[src/design/mirror_symmetry_variant_generator_unit_assert.svh]
// Assertion macros shared by the mirror symmetry variant generator.
// Depends on nothing; included by the top level only.
`ifndef MIRROR_SYMMETRY_VARIANT_GENERATOR_UNIT_ASSERT_SVH
`define MIRROR_SYMMETRY_VARIANT_GENERATOR_UNIT_ASSERT_SVH

// Same-cycle implication, checked outside of reset.
`define MSVG_ASSERT_NOW(lbl, clk, rst, ante, cons, msg) \
   lbl: assert property (@(posedge clk) disable iff (rst) (ante) |-> (cons)) else $error(msg);

// Next-cycle implication, checked outside of reset.
`define MSVG_ASSERT_NEXT(lbl, clk, rst, ante, cons, msg) \
   lbl: assert property (@(posedge clk) disable iff (rst) (ante) |=> (cons)) else $error(msg);

`endif

[src/design/msvg_pkg.sv]
// Types and constants of the mirror symmetry variant generator.
// Depends on nothing; used by every module of the block.
package msvg_pkg;

   localparam int CW     = 22;
   localparam int RW     = 23;
   localparam int PW     = 56;
   localparam int NW     = 57;
   localparam int QW     = 21;
   localparam int NUM_DIR = 4;
   localparam int MAX_VAR = 16;

   localparam logic [2:0] REG_CENTER_X = 3'd0;
   localparam logic [2:0] REG_CENTER_Y = 3'd1;
   localparam logic [2:0] REG_ENABLE   = 3'd2;
   localparam logic [2:0] REG_DIR_0    = 3'd3;
   localparam logic [2:0] REG_DIR_1    = 3'd4;
   localparam logic [2:0] REG_DIR_2    = 3'd5;
   localparam logic [2:0] REG_DIR_3    = 3'd6;

   typedef struct packed {
      logic               op;
      logic signed [15:0] start_x;
      logic signed [15:0] start_y;
      logic signed [15:0] end_x;
      logic signed [15:0] end_y;
      logic [4:0]         limit;
   } req_type;

   typedef struct packed {
      logic signed [15:0] var_start_x;
      logic signed [15:0] var_start_y;
      logic signed [15:0] var_end_x;
      logic signed [15:0] var_end_y;
      logic               last;
   } rsp_type;

   typedef struct packed {
      logic       load_item;
      logic       load_subset;
      logic       sq;
      logic       coef;
      logic       mul;
      logic       sum;
      logic       div_start;
      logic       div_write;
      logic       pack;
      logic       rd;
      logic       store;
      logic       pend_load;
      logic       push;
      logic       push_last;
      logic [1:0] refl;
      logic       pt_b;
      logic       axis_y;
      logic [3:0] addr;
   } cmd_type;

   typedef struct packed {
      logic [3:0] usable;
      logic [2:0] n_usable;
      logic [4:0] limit;
      logic       seg;
      logic       div_busy;
      logic       div_done;
      logic       match;
      logic       out_free;
   } sts_type;

   function automatic logic [15:0] sat16(input logic signed [CW-1:0] v);
      logic [15:0] r;
      if (v > CW'(32767)) begin
         r = 16'h7FFF;
      end else if (v < -CW'(32768)) begin
         r = 16'h8000;
      end else begin
         r = v[15:0];
      end
      return r;
   endfunction

endpackage

[src/design/msvg_ctrl.sv]
// Controller: walks the reflector subsets, sequences each reflection, the
// duplicate scan and the held-back emission. Depends on msvg_pkg.
module msvg_ctrl (
   input  logic              clock,
   input  logic              reset,
   input  logic              req_accept,
   input  msvg_pkg::sts_type sts,
   output msvg_pkg::cmd_type cmd,
   output logic              idle
);

   typedef enum logic [10:0] {
      ST_IDLE  = 11'b000_0000_0001,
      ST_SEL   = 11'b000_0000_0010,
      ST_KSEL  = 11'b000_0000_0100,
      ST_COEF  = 11'b000_0000_1000,
      ST_MUL   = 11'b000_0001_0000,
      ST_SUM   = 11'b000_0010_0000,
      ST_DIVS  = 11'b000_0100_0000,
      ST_DIVW  = 11'b000_1000_0000,
      ST_PACK  = 11'b001_0000_0000,
      ST_SCAN  = 11'b010_0000_0000,
      ST_STORE = 11'b100_0000_0000
   } state_type;

   state_type  state_ff, state_in;
   logic [2:0] size_ff, size_in;
   logic [4:0] p_ff, p_in;
   logic [3:0] cur_ff, cur_in;
   logic [1:0] k_ff, k_in;
   logic       pt_ff, pt_in;
   logic       axis_ff, axis_in;
   logic [3:0] scan_ff, scan_in;
   logic       rd_wait_ff, rd_wait_in;
   logic [4:0] count_ff, count_in;
   logic       pend_ff, pend_in;
   logic       flush_ff, flush_in;

   always_comb begin
      state_in   = state_ff;
      size_in    = size_ff;
      p_in       = p_ff;
      cur_in     = cur_ff;
      k_in       = k_ff;
      pt_in      = pt_ff;
      axis_in    = axis_ff;
      scan_in    = scan_ff;
      rd_wait_in = rd_wait_ff;
      count_in   = count_ff;
      pend_in    = pend_ff;
      flush_in   = flush_ff;
      cmd        = '0;
      cmd.refl   = k_ff;
      cmd.pt_b   = pt_ff;
      cmd.axis_y = axis_ff;
      cmd.addr   = scan_ff;
      case (state_ff)
         ST_IDLE: begin
            if (req_accept) begin
               cmd.load_item = 1'b1;
               size_in  = '0;
               p_in     = '0;
               count_in = '0;
               pend_in  = 1'b0;
               flush_in = 1'b0;
               state_in = ST_SEL;
            end
         end
         ST_SEL: begin
            if (flush_ff || count_ff >= sts.limit || size_ff > sts.n_usable) begin
               flush_in = 1'b1;
               if (!pend_ff) begin
                  state_in = ST_IDLE;
               end else if (sts.out_free) begin
                  cmd.push      = 1'b1;
                  cmd.push_last = 1'b1;
                  pend_in       = 1'b0;
                  state_in      = ST_IDLE;
               end
            end else if (p_ff[4]) begin
               size_in = size_ff + 3'd1;
               p_in    = '0;
            end else begin
               p_in = p_ff + 5'd1;
               if (((p_ff[3:0] & ~sts.usable) == 4'd0) &&
                   (3'($countones(p_ff[3:0])) == size_ff)) begin
                  cmd.load_subset = 1'b1;
                  cur_in   = p_ff[3:0];
                  k_in     = '0;
                  state_in = ST_KSEL;
               end
            end
         end
         ST_KSEL: begin
            if (cur_ff[k_ff]) begin
               cmd.sq   = 1'b1;
               state_in = ST_COEF;
            end else if (k_ff == 2'd3) begin
               state_in = ST_PACK;
            end else begin
               k_in = k_ff + 2'd1;
            end
         end
         ST_COEF: begin
            cmd.coef = 1'b1;
            pt_in    = 1'b0;
            state_in = ST_MUL;
         end
         ST_MUL: begin
            cmd.mul  = 1'b1;
            state_in = ST_SUM;
         end
         ST_SUM: begin
            cmd.sum  = 1'b1;
            axis_in  = 1'b0;
            state_in = ST_DIVS;
         end
         ST_DIVS: begin
            cmd.div_start = 1'b1;
            state_in      = ST_DIVW;
         end
         ST_DIVW: begin
            if (sts.div_done) begin
               cmd.div_write = 1'b1;
               if (!axis_ff) begin
                  axis_in  = 1'b1;
                  state_in = ST_DIVS;
               end else if (sts.seg && !pt_ff) begin
                  pt_in    = 1'b1;
                  state_in = ST_MUL;
               end else if (k_ff == 2'd3) begin
                  state_in = ST_PACK;
               end else begin
                  k_in     = k_ff + 2'd1;
                  state_in = ST_KSEL;
               end
            end
         end
         ST_PACK: begin
            cmd.pack   = 1'b1;
            scan_in    = '0;
            rd_wait_in = 1'b0;
            state_in   = (count_ff == 5'd0) ? ST_STORE : ST_SCAN;
         end
         ST_SCAN: begin
            if (!rd_wait_ff) begin
               cmd.rd     = 1'b1;
               rd_wait_in = 1'b1;
            end else begin
               rd_wait_in = 1'b0;
               if (sts.match) begin
                  state_in = ST_SEL;
               end else if (5'(scan_ff) + 5'd1 == count_ff) begin
                  state_in = ST_STORE;
               end else begin
                  scan_in = scan_ff + 4'd1;
               end
            end
         end
         ST_STORE: begin
            cmd.addr = count_ff[3:0];
            if (!pend_ff || sts.out_free) begin
               cmd.store     = 1'b1;
               cmd.push      = pend_ff;
               cmd.pend_load = 1'b1;
               pend_in       = 1'b1;
               count_in      = count_ff + 5'd1;
               state_in      = ST_SEL;
            end
         end
         default: begin
            state_in = ST_IDLE;
         end
      endcase
   end

   always_ff @(posedge clock) begin
      if (reset) begin
         state_ff   <= ST_IDLE;
         size_ff    <= '0;
         p_ff       <= '0;
         cur_ff     <= '0;
         k_ff       <= '0;
         pt_ff      <= 1'b0;
         axis_ff    <= 1'b0;
         scan_ff    <= '0;
         rd_wait_ff <= 1'b0;
         count_ff   <= '0;
         pend_ff    <= 1'b0;
         flush_ff   <= 1'b0;
      end else begin
         state_ff   <= state_in;
         size_ff    <= size_in;
         p_ff       <= p_in;
         cur_ff     <= cur_in;
         k_ff       <= k_in;
         pt_ff      <= pt_in;
         axis_ff    <= axis_in;
         scan_ff    <= scan_in;
         rd_wait_ff <= rd_wait_in;
         count_ff   <= count_in;
         pend_ff    <= pend_in;
         flush_ff   <= flush_in;
      end
   end

   assign idle = (state_ff == ST_IDLE);

endmodule

[config.mk]
export PLATFORM = sky130hd
export DESIGN_NAME = msvg_ctrl
export DESIGN_NICKNAME = d
export VERILOG_FILES = /design/src/design/mirror_symmetry_variant_generator_unit_assert.svh /design/src/design/msvg_pkg.sv /design/src/design/msvg_ctrl.sv
export SDC_FILE = /design/constraint.sdc
export NUM_CORES = 1
export LEC_CHECK = 0
export CAP_MARGIN = 20
export CELL_PAD_IN_SITES_DETAIL_PLACEMENT = 1
export CELL_PAD_IN_SITES_GLOBAL_PLACEMENT = 2
export CORE_ASPECT_RATIO = 0.5
export CORE_UTILIZATION = 42
export CTS_BUF_LIST = sky130_fd_sc_hd__clkbuf_4 sky130_fd_sc_hd__clkbuf_8
export DETAILED_ROUTE_END_ITERATION = 8
export DONT_BUFFER_PORTS = 1
export PLACE_DENSITY_LB_ADDON = 0.1
export RECOVER_POWER = 100
export SYNTH_ARGS = -nofsm -noshare
export SYNTH_HDL_FRONTEND = slang
export SYNTH_SLANG_ARGS = --single-unit
[constraint.sdc]
create_clock -name clock -period 7.21 [get_ports clock]
set_input_delay 0.3605 -clock clock [delete_from_list [all_inputs] [get_ports clock]]
set_output_delay 0.3605 -clock clock [all_outputs]
set_load 0.01 [all_outputs]
# --- After elaboration in Yosys (flattened, before gate mapping) ---
# Cells that the tools add are included.
# Widths: inputs -> output; s select.
totals:
  reg_bits: 39
  in_bits: 20
  output_inout_bits: 23
  word_cells: 172
classes:
  addsub: 9
  magnitude_cmp: 3
  n_eq_ne: 34
  n_mux: 83
  bitwise: 4
  reduce_logical: 27
ops:
  columns: ["cell", "count"]
  rows:
  - ["$mux 11", 16]
  - ["$pmux 11 s11", 1]
  - ["$ne 2x2->1 const B", 15]
  - ["$mux 1", 29]
  - ["$mux 2", 12]
  - ["$mux 5", 4]
  - ["$pmux 5 s2", 2]
  - ["$reduce_and 4->1", 5]
  - ["$mux 4", 4]
  - ["$mux 3", 4]
  - ["$ne 3x3->1 const B", 4]
  - ["$eq 11x1->1 const B", 1]
  - ["$eq 11x10->1 const B", 1]
  - ["$eq 11x11->1 const B", 1]
  - ["$eq 11x2->1 const B", 1]
  - ["$eq 11x3->1 const B", 1]
  - ["$eq 11x4->1 const B", 1]
  - ["$eq 11x5->1 const B", 1]
  - ["$eq 11x6->1 const B", 1]
  - ["$eq 11x7->1 const B", 1]
  - ["$eq 11x8->1 const B", 1]
  - ["$eq 11x9->1 const B", 1]
  - ["$add 5x1->5 const B", 2]
  - ["$pmux 1 s2", 5]
  - ["other kinds (33)", 46]

# --- Depth between registers and ports, before layout ---
# Gate-level depths: netlist (run 1).
depth:
  ltp_word: 8
  depth_mapped: 12
  mapped_depth_nobuf: 12

# --- Worst setup path before layout (run 1) ---
# OpenSTA, ideal clock, no wires.
synth_timing:
  path_type: "reg-to-reg"
  start: "reg p_ff[0]"
  end: "reg state_ff[5]"
  setup_time_ps: 74
  t_arrival_ps: 3132
  t_required_ps: 7136
  path_slack_ps: 4004
  stages_incl_launch_ff: 13
  n_path_buf: 0
  synth_period_minus_slack_ps: 3206
  cell_sequence: "dfxtp_1 -> inv_1 -> fa_1 -> inv_1 -> ha_1 -> ha_1 -> xnor2_1 -> nand2_1 -> or4_4 -> mux2_4 -> a21bo_1 -> or3b_1 -> nor3_2"
synth_via:
  elab_chain_len: 6
  elab_cells_between_ends: 8
  cone_classes: "add/sub: 2; eq/ne: 2; bitwise: 1; reduce/logical: 3"
synth_lines:
  columns: ["element", "line", "rtl"]
  rows:
  - ["from (decl)", "msvg_ctrl.sv:28", "logic [4:0] p_ff, p_in;"]
  - ["from (signal assigned)", "msvg_ctrl.sv:194", "p_ff <= p_in;"]
  - ["$add 1x1->2 (implied by the code)", "msvg_ctrl.sv:86", "(3'($countones(p_ff[3:0])) == size_ff)) begin"]
  - ["$add 2x2->3 (implied by the code)", "msvg_ctrl.sv:86", null]
  - ["$eq 3x3->1", "msvg_ctrl.sv:86", null]
  - ["$logic_and 1x1->1 (*)", "msvg_ctrl.sv:85", "if (((p_ff[3:0] & ~sts.usable) == 4'd0) &&"]
  - ["$ne 3x3->1 (no line) (*)", null, null]
  - ["$reduce_and 9->1 (no line) (*)", null, null]
  - ["to (signal assigned)", "msvg_ctrl.sv:192", "state_ff <= state_in;"]
  - ["to (decl)", "msvg_ctrl.sv:26", "state_type state_ff, state_in;"]
# Every way passes the cells marked *; elsewhere a longest branch is shown, timed or not.
# A chain may end at the register's enable or synchronous reset.

# --- Worst setup path in the final report (run 1) ---
layout_timing:
  start: "reg p_ff[0]"
  end: "reg k_ff[0]"
layout_via:
  elab_chain_len: 6
  elab_cells_between_ends: 8
  cone_classes: "add/sub: 2; eq/ne: 2; bitwise: 1; reduce/logical: 3"
layout_lines:
  columns: ["element", "line", "rtl"]
  rows:
  - ["$add 1x1->2 (implied by the code)", "msvg_ctrl.sv:86", null]
  - ["$add 2x2->3 (implied by the code)", "msvg_ctrl.sv:86", null]
  - ["$eq 3x3->1", "msvg_ctrl.sv:86", null]
  - ["$logic_and 1x1->1 (*)", "msvg_ctrl.sv:85", null]
  - ["$ne 2x2->1 (no line) (*)", null, null]
  - ["$reduce_and 8->1 (no line) (*)", null, null]
  - ["to (signal assigned)", "msvg_ctrl.sv:196", "k_ff <= k_in;"]
  - ["to (decl)", "msvg_ctrl.sv:30", "logic [1:0] k_ff, k_in;"]
# Marks and branches as above.

==> impl_metrics.py, run 1 <==
metrics = {
    "worst_hold_path": {
        "min_from": "reset",
        "hold_path_class": "in2reg",
        "hold_path_depth": 1,
        "hold-path-endpoint": "cur_ff[2]",
    },
    "routing": {
        "top_layer_used": "met4",
        "drc": 0,
        "routed_wirelength_mm": 7.48,
        "drt-met1-wl_mm": 3.98,
        "routedWlPerCell_um": 17.9,
        "routed-wl-met2_mm": 3.17,
        "final_antenna_net_count": 0,
        "dr_wl_met3_um": 273,
        "drtPass1Iterations": 4,
        "vias": 2386,
        "viasPerCell": 5.72,
        "drt_iter0_drc": 79,
    },
    "cts": {
        "cts_resized": 0,
        "insertion_delay_ps": 300,
        "postCtsSetupBuffers": 0,
        "cts_htree_levels": 2,
        "clockBufferDepth": 2,
        "cts_tree": "yes",
        "cts_buffers": 5,
        "clk_pin_slew_worst_paths_ps": 80,
        "holdBufCountCts": 0,
        "root_buffer": "clkbuf_8",
        "clock-sinks": 39,
    },
    "pwr": {
        "switching_power_w": 0.000144,
        "total_power_w": 0.000484,
        "ir_drop_mv": 0.0726,
        "pwr-share-comb_pct": 17.1,
        "p_sw_share_pct": 29.7,
        "power.density_mw_per_mm2": 172,
        "p_int_w": 0.000340,
        "p_seq_share_pct": 46.8,
        "power_frac_clock_pct": 36.0,
        "power.leakage_nw": 1.11,
    },
    "placed_design": {
        "place.gp.congestion": 0.849,
        "portBuffers": 0,
        "dpl.hpwl_mm": 5.84,
        "place_inst": 409,
    },
    "setup_path": {
        "critPathLaunchType": "flip-flop",
        "reg2reg_depth": 12,
        "r2r_start": "p_ff[0]",
        "r2r-end": "k_ff[0]",
        "end_kind": "flip-flop",
        "cp_max_fo": 6,
        "cp.arrival_ps": 4040,
        "required_ps": 7410,
        "r2r_setup_slack_ps": 3380,
        "worstSetupPathType": "reg2reg",
    },
    "status": {
        "status": "finished, final reports clean",
    },
    "synthesis": {
        "synth_nets": 376,
        "ys_seq_area_share_pct": 28.2,
        "synth_async_sr_flop_share_pct": 0,
        "synth_cell_type_count": 71,
        "synth_compound_area_share_pct": 14.4,
        "syn_area_mm2": 0.00276,
        "synth_xor_area_share_pct": 5.25,
        "synth-seq-cells": 39,
        "synth_common_cells": "42 x nor2_1, 39 x dfxtp_1, 25 x nand2_1",
        "synth_top_area_share_pct": 28.2,
        "synth_top_area_cell": "dfxtp_1",
        "synth_top_family_by_area": "simple AND/OR/NAND/NOR gates",
        "synth_top_flop_cell": "dfxtp_1",
        "yosys.area_share.simple_pct": 32.7,
        "synthMuxAreaShare_pct": 5.12,
        "synthMostInstantiatedCell": "nor2_1",
        "synth.area.top_cells": "dfxtp_1 28%, ha_1 7.2%, nor2_1 5.7%",
        "synth_edf_count": 0,
        "ys_warn_count": 0,
        "avgSynthCellArea_um2": 8.15,
        "synth_adder_area_share_pct": 7.97,
        "synthCells": 339,
    },
    "global_route": {
        "grt_pass1_wl_mm": 12.0,
        "grt_pass1_vias": 2327,
        "grt_overflow": 0,
        "grt.total_usage_pct": 23.2,
        "grt_max_degree": 37,
        "antenna_found_initial": 0,
    },
    "cells_and_area": {
        "drive_gt1_share_pct": 5.78,
        "seq_area_um2": 781,
        "multi_input_area_mm2": 0.00174,
        "final_util_pct": 45.3,
        "diodes": 0,
        "syn2layout_area_growth_pct": 1.77,
        "filler_cell_count": 804,
        "finalNetCount": 365,
        "fin_cells": 417,
    },
    "timing": {
        "worstMarginPinSlew_ps": 993,
        "clock.fmax_ghz": 0.261,
        "hold_viol": 0,
        "period_share_pct": 53.2,
        "rsz0062_at_grt": "false",
        "finalClockSkew_ps": 7.21,
        "whs_ps": 114,
        "report.final.slew_viol_count": 0,
        "fin_setup_tns_ps": 0,
        "relSlewSlack_pct": 33.2,
        "finalCriticalPeriod_ps": 3830,
        "finalSetupViolations": 0,
    },
    "floorplanning": {
        "initial_core_util_pct": 44.5,
        "fp.coreArea_mm2": 0.00621,
        "dieWidth_um": 117,
        "design.die.area_mm2": 0.00693,
        "num_rows": 20,
        "io-pin-count": 43,
        "fp.dieH_um": 59.4,
    },
    "job": {
        "cap_violations": 0,
    },
}
## metrics by stage
stage	cell area [µm²]	setup WS, ps
final	2810	3380
after global routing	2810	3190
after CTS	2880	3680
after detailed placement	2780	3710
after global placement	2780	3780
after floorplan	2760	4000
## logic make-up after synthesis
kind of cell,count (synthesis)
adders and majority gates,17
DFF,39
muxes,12
AOI/OAI and AO/OA,60
and+or+nand+nor,158
xor gates and xnor gates,15
buffers and inverters,38
## per-layer routing
| layer | up-vias | global-route usage [%] |
|---|---|---|
| met3 | 8 | 5.52 |
| met2 | 39 | 36.3 |
| li1 | 1185 | - |
| met1 | 1154 | 32.5 |
| met5 | - | 0 |
| met4 | 0 | 5.42 |
## worst max-delay path by stage
| stage | startpoint | end | slack, ps | depth (start not counted) |
|---|---|---|---|---|
| floorplan | p_ff[0] | state_ff[5] | 4000 | 12 |
| global placement | p_ff[0] | state_ff[5] | 3780 | 12 |
| detailed placement | p_ff[0] | k_ff[0] | 3710 | 12 |
| CTS | p_ff[0] | state_ff[5] | 3680 | 12 |
| global route | p_ff[0] | k_ff[0] | 3190 | 12 |
| finish | p_ff[0] | k_ff[0] | 3380 | 12 |
## registers in the layout, indices dropped and copies added (netlist names), 2 cells and up
| signal | cells |
|---|---|
| count_ff | 5 |
| size_ff | 3 |
| cur_ff | 4 |
| state_ff | 11 |
| k_ff | 2 |
| scan_ff | 4 |
| p_ff | 5 |
## cells in the final DEF (no fill, tap or decap), types with 4 or more instances in the layout
cell type,instances
a21oi_1,20
and3_1,6
clkbuf_8,7
dfxtp_1,39
ha_1,16
inv_1,19
mux2i_1,7
nand2_1,26
nand2b_1,7
nand3_1,12
nand3b_1,4
nand4_1,9
nand4b_1,4
nor2_1,42
nor2b_1,9
nor3_1,12
nor3b_1,4
nor4b_1,4
o21ai_0,12
xnor2_1,7
xor2_1,7
## area by class of cell
cell class,count,share of cell area (%)
multi-input combinational,262,62.0
tap,88,3.91
sequential,39,27.8
inverter,20,2.67
clock buffer,8,3.69
## critical path, stage by stage, from the launching register on
cell and delay [ps]:
dfxtp_1 450, inv_1 120, fa_1 540, inv_1 40, ha_1 170, ha_1 280
xnor2_1 130, nand2_1 60, or4_1 600, mux2_1 370, nand2_1 160, a21boi_0 420
mux2_2 380
## power by group through the flow
stage | sequential (W) | clock (W) | combinational [W]
after floorplan | 0.000226 | 0 | 0.0000765
after global placement | 0.000232 | 0 | 0.0000849
after detailed placement | 0.000232 | 0 | 0.0000870
after CTS | 0.000227 | 0.000179 | 0.0000879
after global routing | 0.000228 | 0.000189 | 0.0000907
final | 0.000227 | 0.000174 | 0.0000830
(Power assumes the default switching activity.)
==> inputs of run 2 (changes only) <==
--- a/config.mk
+++ b/config.mk
@@ -5,11 +5,12 @@
 export SDC_FILE = /design/constraint.sdc
 export NUM_CORES = 1
 export LEC_CHECK = 0
+export ABC_AREA = 1
 export CAP_MARGIN = 20
 export CELL_PAD_IN_SITES_DETAIL_PLACEMENT = 1
 export CELL_PAD_IN_SITES_GLOBAL_PLACEMENT = 2
 export CORE_ASPECT_RATIO = 0.5
-export CORE_UTILIZATION = 42
+export CORE_UTILIZATION = 35
 export CTS_BUF_LIST = sky130_fd_sc_hd__clkbuf_4 sky130_fd_sc_hd__clkbuf_8
 export DETAILED_ROUTE_END_ITERATION = 8
 export DONT_BUFFER_PORTS = 1
==> constraint.sdc (replaced) <==
create_clock -name clock -period 3.6 [get_ports clock]
set_input_delay 0.18 -clock clock [delete_from_list [all_inputs] [get_ports clock]]
set_output_delay 0.18 -clock clock [all_outputs]
set_load 0.01 [all_outputs]
==> impl_metrics.py, run 2 <==
metrics = {
    "floorplanning": {
        "num_rows": 22,
        "fp.dieH_um": 65.6,
        "initial_core_util_pct": 37.4,
        "io-pin-count": 43,
        "fp.coreArea_mm2": 0.00757,
        "design.die.area_mm2": 0.00847,
        "dieWidth_um": 129,
    },
    "synthesis": {
        "synth_top_family_by_area": "simple AND/OR/NAND/NOR gates",
        "synth_nets": 485,
        "ys_seq_area_share_pct": 27.6,
        "synthMostInstantiatedCell": "nand2_1",
        "synth_async_sr_flop_share_pct": 0,
        "synth_top_flop_cell": "dfxtp_1",
        "synth_cell_type_count": 38,
        "synth.area.top_cells": "dfxtp_1 28%, nand2_1 14%, inv_1 10%",
        "synth_xor_area_share_pct": 0.928,
        "synth-seq-cells": 39,
        "syn_area_mm2": 0.00283,
        "yosys.area_share.simple_pct": 40.5,
        "synth_common_cells": "105 x nand2_1, 79 x inv_1, 63 x nor2_1",
        "synth_compound_area_share_pct": 9.90,
        "synth_adder_area_share_pct": 7.78,
        "synthMuxAreaShare_pct": 0,
        "avgSynthCellArea_um2": 6.32,
        "synth_top_area_cell": "dfxtp_1",
        "synth_top_area_share_pct": 27.6,
        "synthCells": 448,
        "synth_edf_count": 0,
        "ys_warn_count": 0,
    },
    "routing": {
        "drtPass1Iterations": 4,
        "viasPerCell": 4.98,
        "drc": 0,
        "routedWlPerCell_um": 14.7,
        "drt_iter0_drc": 101,
        "routed_wirelength_mm": 8.17,
        "final_antenna_net_count": 0,
        "vias": 2762,
    },
    "cells_and_area": {
        "filler_cell_count": 1027,
        "finalNetCount": 483,
        "mostFrequentLayoutCell": "nand2_1",
        "drive_gt1_share_pct": 3.58,
        "largest_reg_flops": 11,
        "seq_area_um2": 781,
        "final_util_pct": 38.7,
        "top_register": "state_ff",
        "top_regs": "state_ff x11, count_ff x5, p_ff x5",
        "layout_common_cells": "109 x nand2_1, 79 x inv_1, 70 x nor2_1",
        "syn2layout_area_growth_pct": 3.58,
        "multi_input_area_mm2": 0.00159,
        "diodes": 0,
    },
    "global_route": {
        "antenna_found_initial": 0,
        "grt_max_degree": 21,
        "grt_overflow": 0,
        "grt_pass1_vias": 2846,
        "grt_pass1_wl_mm": 13.7,
        "grt.total_usage_pct": 21.1,
    },
    "cts": {
        "insertion_delay_ps": 300,
        "root_buffer": "clkbuf_8",
        "cts_buffers": 5,
        "cts_tree": "yes",
        "clock-sinks": 39,
        "cts_htree_levels": 2,
        "cts_resized": 0,
        "clockBufferDepth": 2,
        "clk_pin_slew_worst_paths_ps": 80,
    },
    "setup_path": {
        "critPathLaunchType": "flip-flop",
        "required_ps": 3420,
        "cp_max_fo": 7,
        "cp_top_family": "adder cells",
        "cp_common_cell": "inv_1",
        "cp.arrival_ps": 2910,
        "end_kind": "output port",
        "worstSetupPathType": "reg2out",
        "critPathSlowestCell": "fa_1",
        "crit_chain": "inv_1, fa_1, inv_1, ha_1, ha_1, inv_1, o21ai_0, nor2_1, nand3_1, or2_0, clkinvlp_2",
        "path_buf_inv": 4,
        "max_stage_delay_ps": 540,
    },
    "status": {
        "status": "finished, final reports clean",
    },
    "timing": {
        "fin_setup_tns_ps": 0,
        "finalSetupViolations": 0,
        "report.final.slew_viol_count": 0,
        "rsz0062_at_grt": "false",
        "clock.fmax_ghz": 0.324,
        "worstMarginPinSlew_ps": 969,
        "hold_viol": 0,
        "finalClockSkew_ps": 6.15,
        "relSlewSlack_pct": 35.2,
        "period_share_pct": 85.8,
        "finalCriticalPeriod_ps": 3090,
    },
    "worst_hold_path": {
        "hold_path_class": "in2reg",
    },
    "placed_design": {
        "place.gp.congestion": 0.837,
        "portBuffers": 0,
        "dpl.hpwl_mm": 6.47,
    },
    "pwr": {
        "ir_drop_mv": 0.198,
        "power.leakage_nw": 1.45,
        "power.density_mw_per_mm2": 603,
    },
    "job": {
        "cap_violations": 0,
    },
}
[run 2: cell types whose count changed after synthesis, sizes merged, moves of 5 or more]
| cell | delta |
|---|---|
| mux2i | -7 |
| clkbuf | -5 |
| nand2b | -7 |
| xnor2 | -7 |
| inv | +60 |
| o21ai | +5 |
| and3 | -7 |
| nor2 | +31 |
| nor2b | -9 |
| nand2 | +86 |
| nand3 | +24 |
[run 2: worst paths after layout]
check                           startpoint  depth (start not counted)    endpoint  slack, ps
worst max-delay path               p_ff[0]                         11     cmd[20]        510
worst min-delay path                 reset                          3  size_ff[1]         40
worst max register to register     p_ff[0]                         13   cur_ff[3]        620
worst min register to register   cur_ff[2]                          2   cur_ff[2]        470
[run 2: cell families after synthesis]
family / count (synthesis)
fa+ha+maj: 17
compound gates: 49
flops: 39
simple gates: 249
xor+xnor: 3
buf+inv: 91
[run 2: where the power goes]
group,internal [W],leakage [nW],switching [W]
clock network,0.000183,0.0549,0.000165
logic,0.000239,1.08,0.000605
registers,0.000499,0.316,0.0000760
total,0.000921,1.45,0.000846
[run 2: timing repair]
| action | 4_1_cts | 5_1_grt |
|---|---|---|
| endpoints found under the hold margin | 13 | 0 |
| hold buffers | 1 | 0 |
| setup endpoints to repair | 0 | 0 |
| setup buffers | 0 | 0 |
[run 2: area by class of cell]
type / instances / area share (%)
clock buffer: 8 / 3.54
inverter: 81 / 10.5
multi-input combinational: 318 / 54.4
sequential: 39 / 26.6
tap: 108 / 4.61
timing repair buffer: 1 / 0.341
[run 2: worst min-delay path, cell delays in order]
cell     delay (ps)
nor2_1           20
nand2_1          50
nand2_1          40
[run 2: through the flow]
| stage | hold slack (ps) | power (W) | cell area, µm² | setup slack (ps) | std cells |
|---|---|---|---|---|---|
| floorplan | 258 | 0.00130 | 2830 | 1190 | 448 |
| global placement | 255 | 0.00147 | 2900 | 817 | 546 |
| detailed placement | 256 | 0.00151 | 2900 | 762 | 546 |
| CTS | 23.0 | 0.00188 | 3010 | 582 | 555 |
| global route | 36.6 | 0.00194 | 2930 | 213 | 555 |
| finish | 36.9 | 0.00177 | 2930 | 510 | 555 |
[run 2: routing by layer]
| metal | vias up | part of all wire (%) | global-route usage [%] |
|---|---|---|---|
| met5 | - | 0 | 0 |
| met4 | 0 | 0.38 | 3.53 |
| met3 | 5 | 4.5 | 5.13 |
| met2 | 36 | 43 | 34.3 |
| met1 | 1315 | 52 | 28.6 |
| li1 | 1406 | - | - |
==> inputs of run 3 (changes only) <==
--- a/config.mk
+++ b/config.mk
@@ -5,12 +5,11 @@
 export SDC_FILE = /design/constraint.sdc
 export NUM_CORES = 1
 export LEC_CHECK = 0
-export ABC_AREA = 1
 export CAP_MARGIN = 20
 export CELL_PAD_IN_SITES_DETAIL_PLACEMENT = 1
 export CELL_PAD_IN_SITES_GLOBAL_PLACEMENT = 2
 export CORE_ASPECT_RATIO = 0.5
-export CORE_UTILIZATION = 35
+export CORE_UTILIZATION = 39
 export CTS_BUF_LIST = sky130_fd_sc_hd__clkbuf_4 sky130_fd_sc_hd__clkbuf_8
 export DETAILED_ROUTE_END_ITERATION = 8
 export DONT_BUFFER_PORTS = 1
==> impl_metrics.py, run 3 (synthesis results as in run 1) <==
metrics = {
    "status": {
        "status": "finished, final reports clean",
    },
    "pwr": {
        "power.density_mw_per_mm2": 333,
        "ir_drop_mv": 0.165,
        "total_power_w": 0.000947,
        "power.leakage_nw": 1.12,
    },
    "cts": {
        "cts_tree": "yes",
        "root_buffer": "clkbuf_8",
        "postCtsSetupBuffers": 0,
        "cts_buffers": 5,
        "clockBufferDepth": 2,
        "clock-sinks": 39,
        "clk_pin_slew_worst_paths_ps": 70,
        "insertion_delay_ps": 310,
        "cts_htree_levels": 2,
    },
    "setup_path": {
        "required_ps": 3840,
        "crit_chain": "inv_1, fa_1, inv_1, ha_1, ha_1, xnor2_1, nand2_1, or4_4, mux2_4, a21bo_1, or3b_1, nor3_2",
        "reg2reg_depth": 12,
        "cp.arrival_ps": 3630,
        "critPathLaunchType": "flip-flop",
        "cp_max_fo": 6,
        "r2r-end": "state_ff[5]",
        "r2r_start": "p_ff[0]",
        "end_kind": "flip-flop",
        "max_stage_delay_ps": 540,
        "r2r_setup_slack_ps": 200,
        "critPathSlowestCell": "or4_4",
        "worstSetupPathType": "reg2reg",
    },
    "timing": {
        "worst_slack_ps": 203,
        "clock.fmax_ghz": 0.294,
        "worstMarginPinSlew_ps": 1030,
        "whs_ps": 54.4,
        "relSlewSlack_pct": 30.8,
        "finalSetupViolations": 0,
        "period_share_pct": 94.4,
        "finalCriticalPeriod_ps": 3400,
        "fin_setup_tns_ps": 0,
        "finalClockSkew_ps": 9.96,
        "report.final.slew_viol_count": 0,
        "rsz0062_at_grt": "false",
        "hold_viol": 0,
    },
    "cells_and_area": {
        "diodes": 0,
        "final_util_pct": 42.2,
        "top_register": "state_ff",
        "finalNetCount": 366,
        "top_regs": "state_ff x11, count_ff x5, p_ff x5",
        "layout_common_cells": "42 x nor2_1, 37 x dfxtp_1, 26 x nand2_1",
        "syn2layout_area_growth_pct": 2.99,
        "largest_reg_flops": 11,
        "mostFrequentLayoutCell": "nor2_1",
        "drive_gt1_share_pct": 7.60,
    },
    "global_route": {
        "grt_overflow": 0,
        "grt_max_degree": 29,
        "grt_pass1_vias": 2238,
        "grt.total_usage_pct": 21.5,
        "antenna_found_initial": 0,
        "grt_pass1_wl_mm": 11.8,
    },
    "floorplanning": {
        "io-pin-count": 43,
        "initial_core_util_pct": 40.9,
        "fp.dieH_um": 61.5,
        "dieWidth_um": 121,
        "fp.coreArea_mm2": 0.00675,
        "design.die.area_mm2": 0.00745,
        "num_rows": 21,
    },
    "job": {
        "cap_violations": 0,
    },
    "routing": {
        "routedWlPerCell_um": 18.0,
        "drtPass1Iterations": 4,
        "drc": 0,
        "final_antenna_net_count": 0,
        "dr_wl_met3_um": 284,
        "vias": 2397,
        "routed_wirelength_mm": 7.57,
        "viasPerCell": 5.69,
        "drt-met1-wl_mm": 4.06,
        "drt_iter0_drc": 85,
        "routed-wl-met2_mm": 3.15,
        "top_layer_used": "met4",
    },
    "worst_hold_path": {
        "min_from": "sts[2]",
        "hold_path_class": "in2reg",
        "hold_path_depth": 2,
        "hold-path-endpoint": "axis_ff",
    },
    "placed_design": {
        "dpl.hpwl_mm": 5.85,
        "place_ws_ps": 141,
        "portBuffers": 0,
        "place.gp.congestion": 0.793,
    },
}
==> run 3: cell types whose count changed in the layout (fill, tap and decap cells not counted), moves of 6 or more <==
cell,delta
inv_1,-60
nor2_1,-28
and3_1,+6
nand3_1,-24
nand2b_1,+7
mux2i_1,+7
xnor2_1,+7
nand2_1,-83
nor2b_1,+9
==> run 3: area by class of cell <==
| type | instances | area [µm²] |
|---|---|---|
| clock inverters | 1 | 5.00 |
| multi-input cells | 262 | 1770 |
| clock buffers | 6 | 82.6 |
| well taps | 92 | 115 |
| repair buffers | 1 | 20.0 |
| flip-flops and latches | 39 | 783 |
| fillers | 838 | 3910 |
| inverters | 20 | 75.1 |
==> run 3: power by group <==
group | switching, W | total, W | internal [W]
clock | 0.000165 | 0.000315 | 0.000151
sequential | 0.0000163 | 0.000454 | 0.000438
combinational | 0.000112 | 0.000177 | 0.0000648
==> run 3: worst max path at each step <==
stage                     cells past startpoint           to  startpoint
after floorplan                              12  state_ff[5]     p_ff[0]
after global placement                       12  state_ff[5]     p_ff[0]
after detailed placement                     12  state_ff[5]     p_ff[0]
after CTS                                    12  state_ff[5]     p_ff[0]
after global routing                         12  state_ff[6]     p_ff[0]
final                                        12  state_ff[5]     p_ff[0]
==> run 3: per-layer routing <==
metal	track usage, %	vias up
met5	0	-
met4	5.82	0
met3	5.19	8
met2	33.0	38
met1	30.3	1165
li1	-	1186
==> run 3: through the flow <==
| stage | area (µm²) | instances |
|---|---|---|
| 3_5_place_dp | 2780 | 413 |
| 6_report | 2850 | 421 |
| 2_1_floorplan | 2760 | 339 |
| 3_3_place_gp | 2780 | 413 |
| 4_1_cts | 2890 | 421 |
| 5_1_grt | 2850 | 421 |
==> run 3: repair_timing <==
item                       4_1_cts  5_1_grt
resized for setup                0        2
hold buffers                     1        0
hold endpoints to repair        28        0
setup endpoints to repair        0        4
==> run 3: worst max-delay path: cells and delay by family, from the launching register on <==
family,cells,cell delay [ps]
buf+inv,2,140
mux,1,300
flops,1,390
simple gates,4,1160
fa+ha+maj,3,990
xor+xnor,1,140
compound gates,1,210
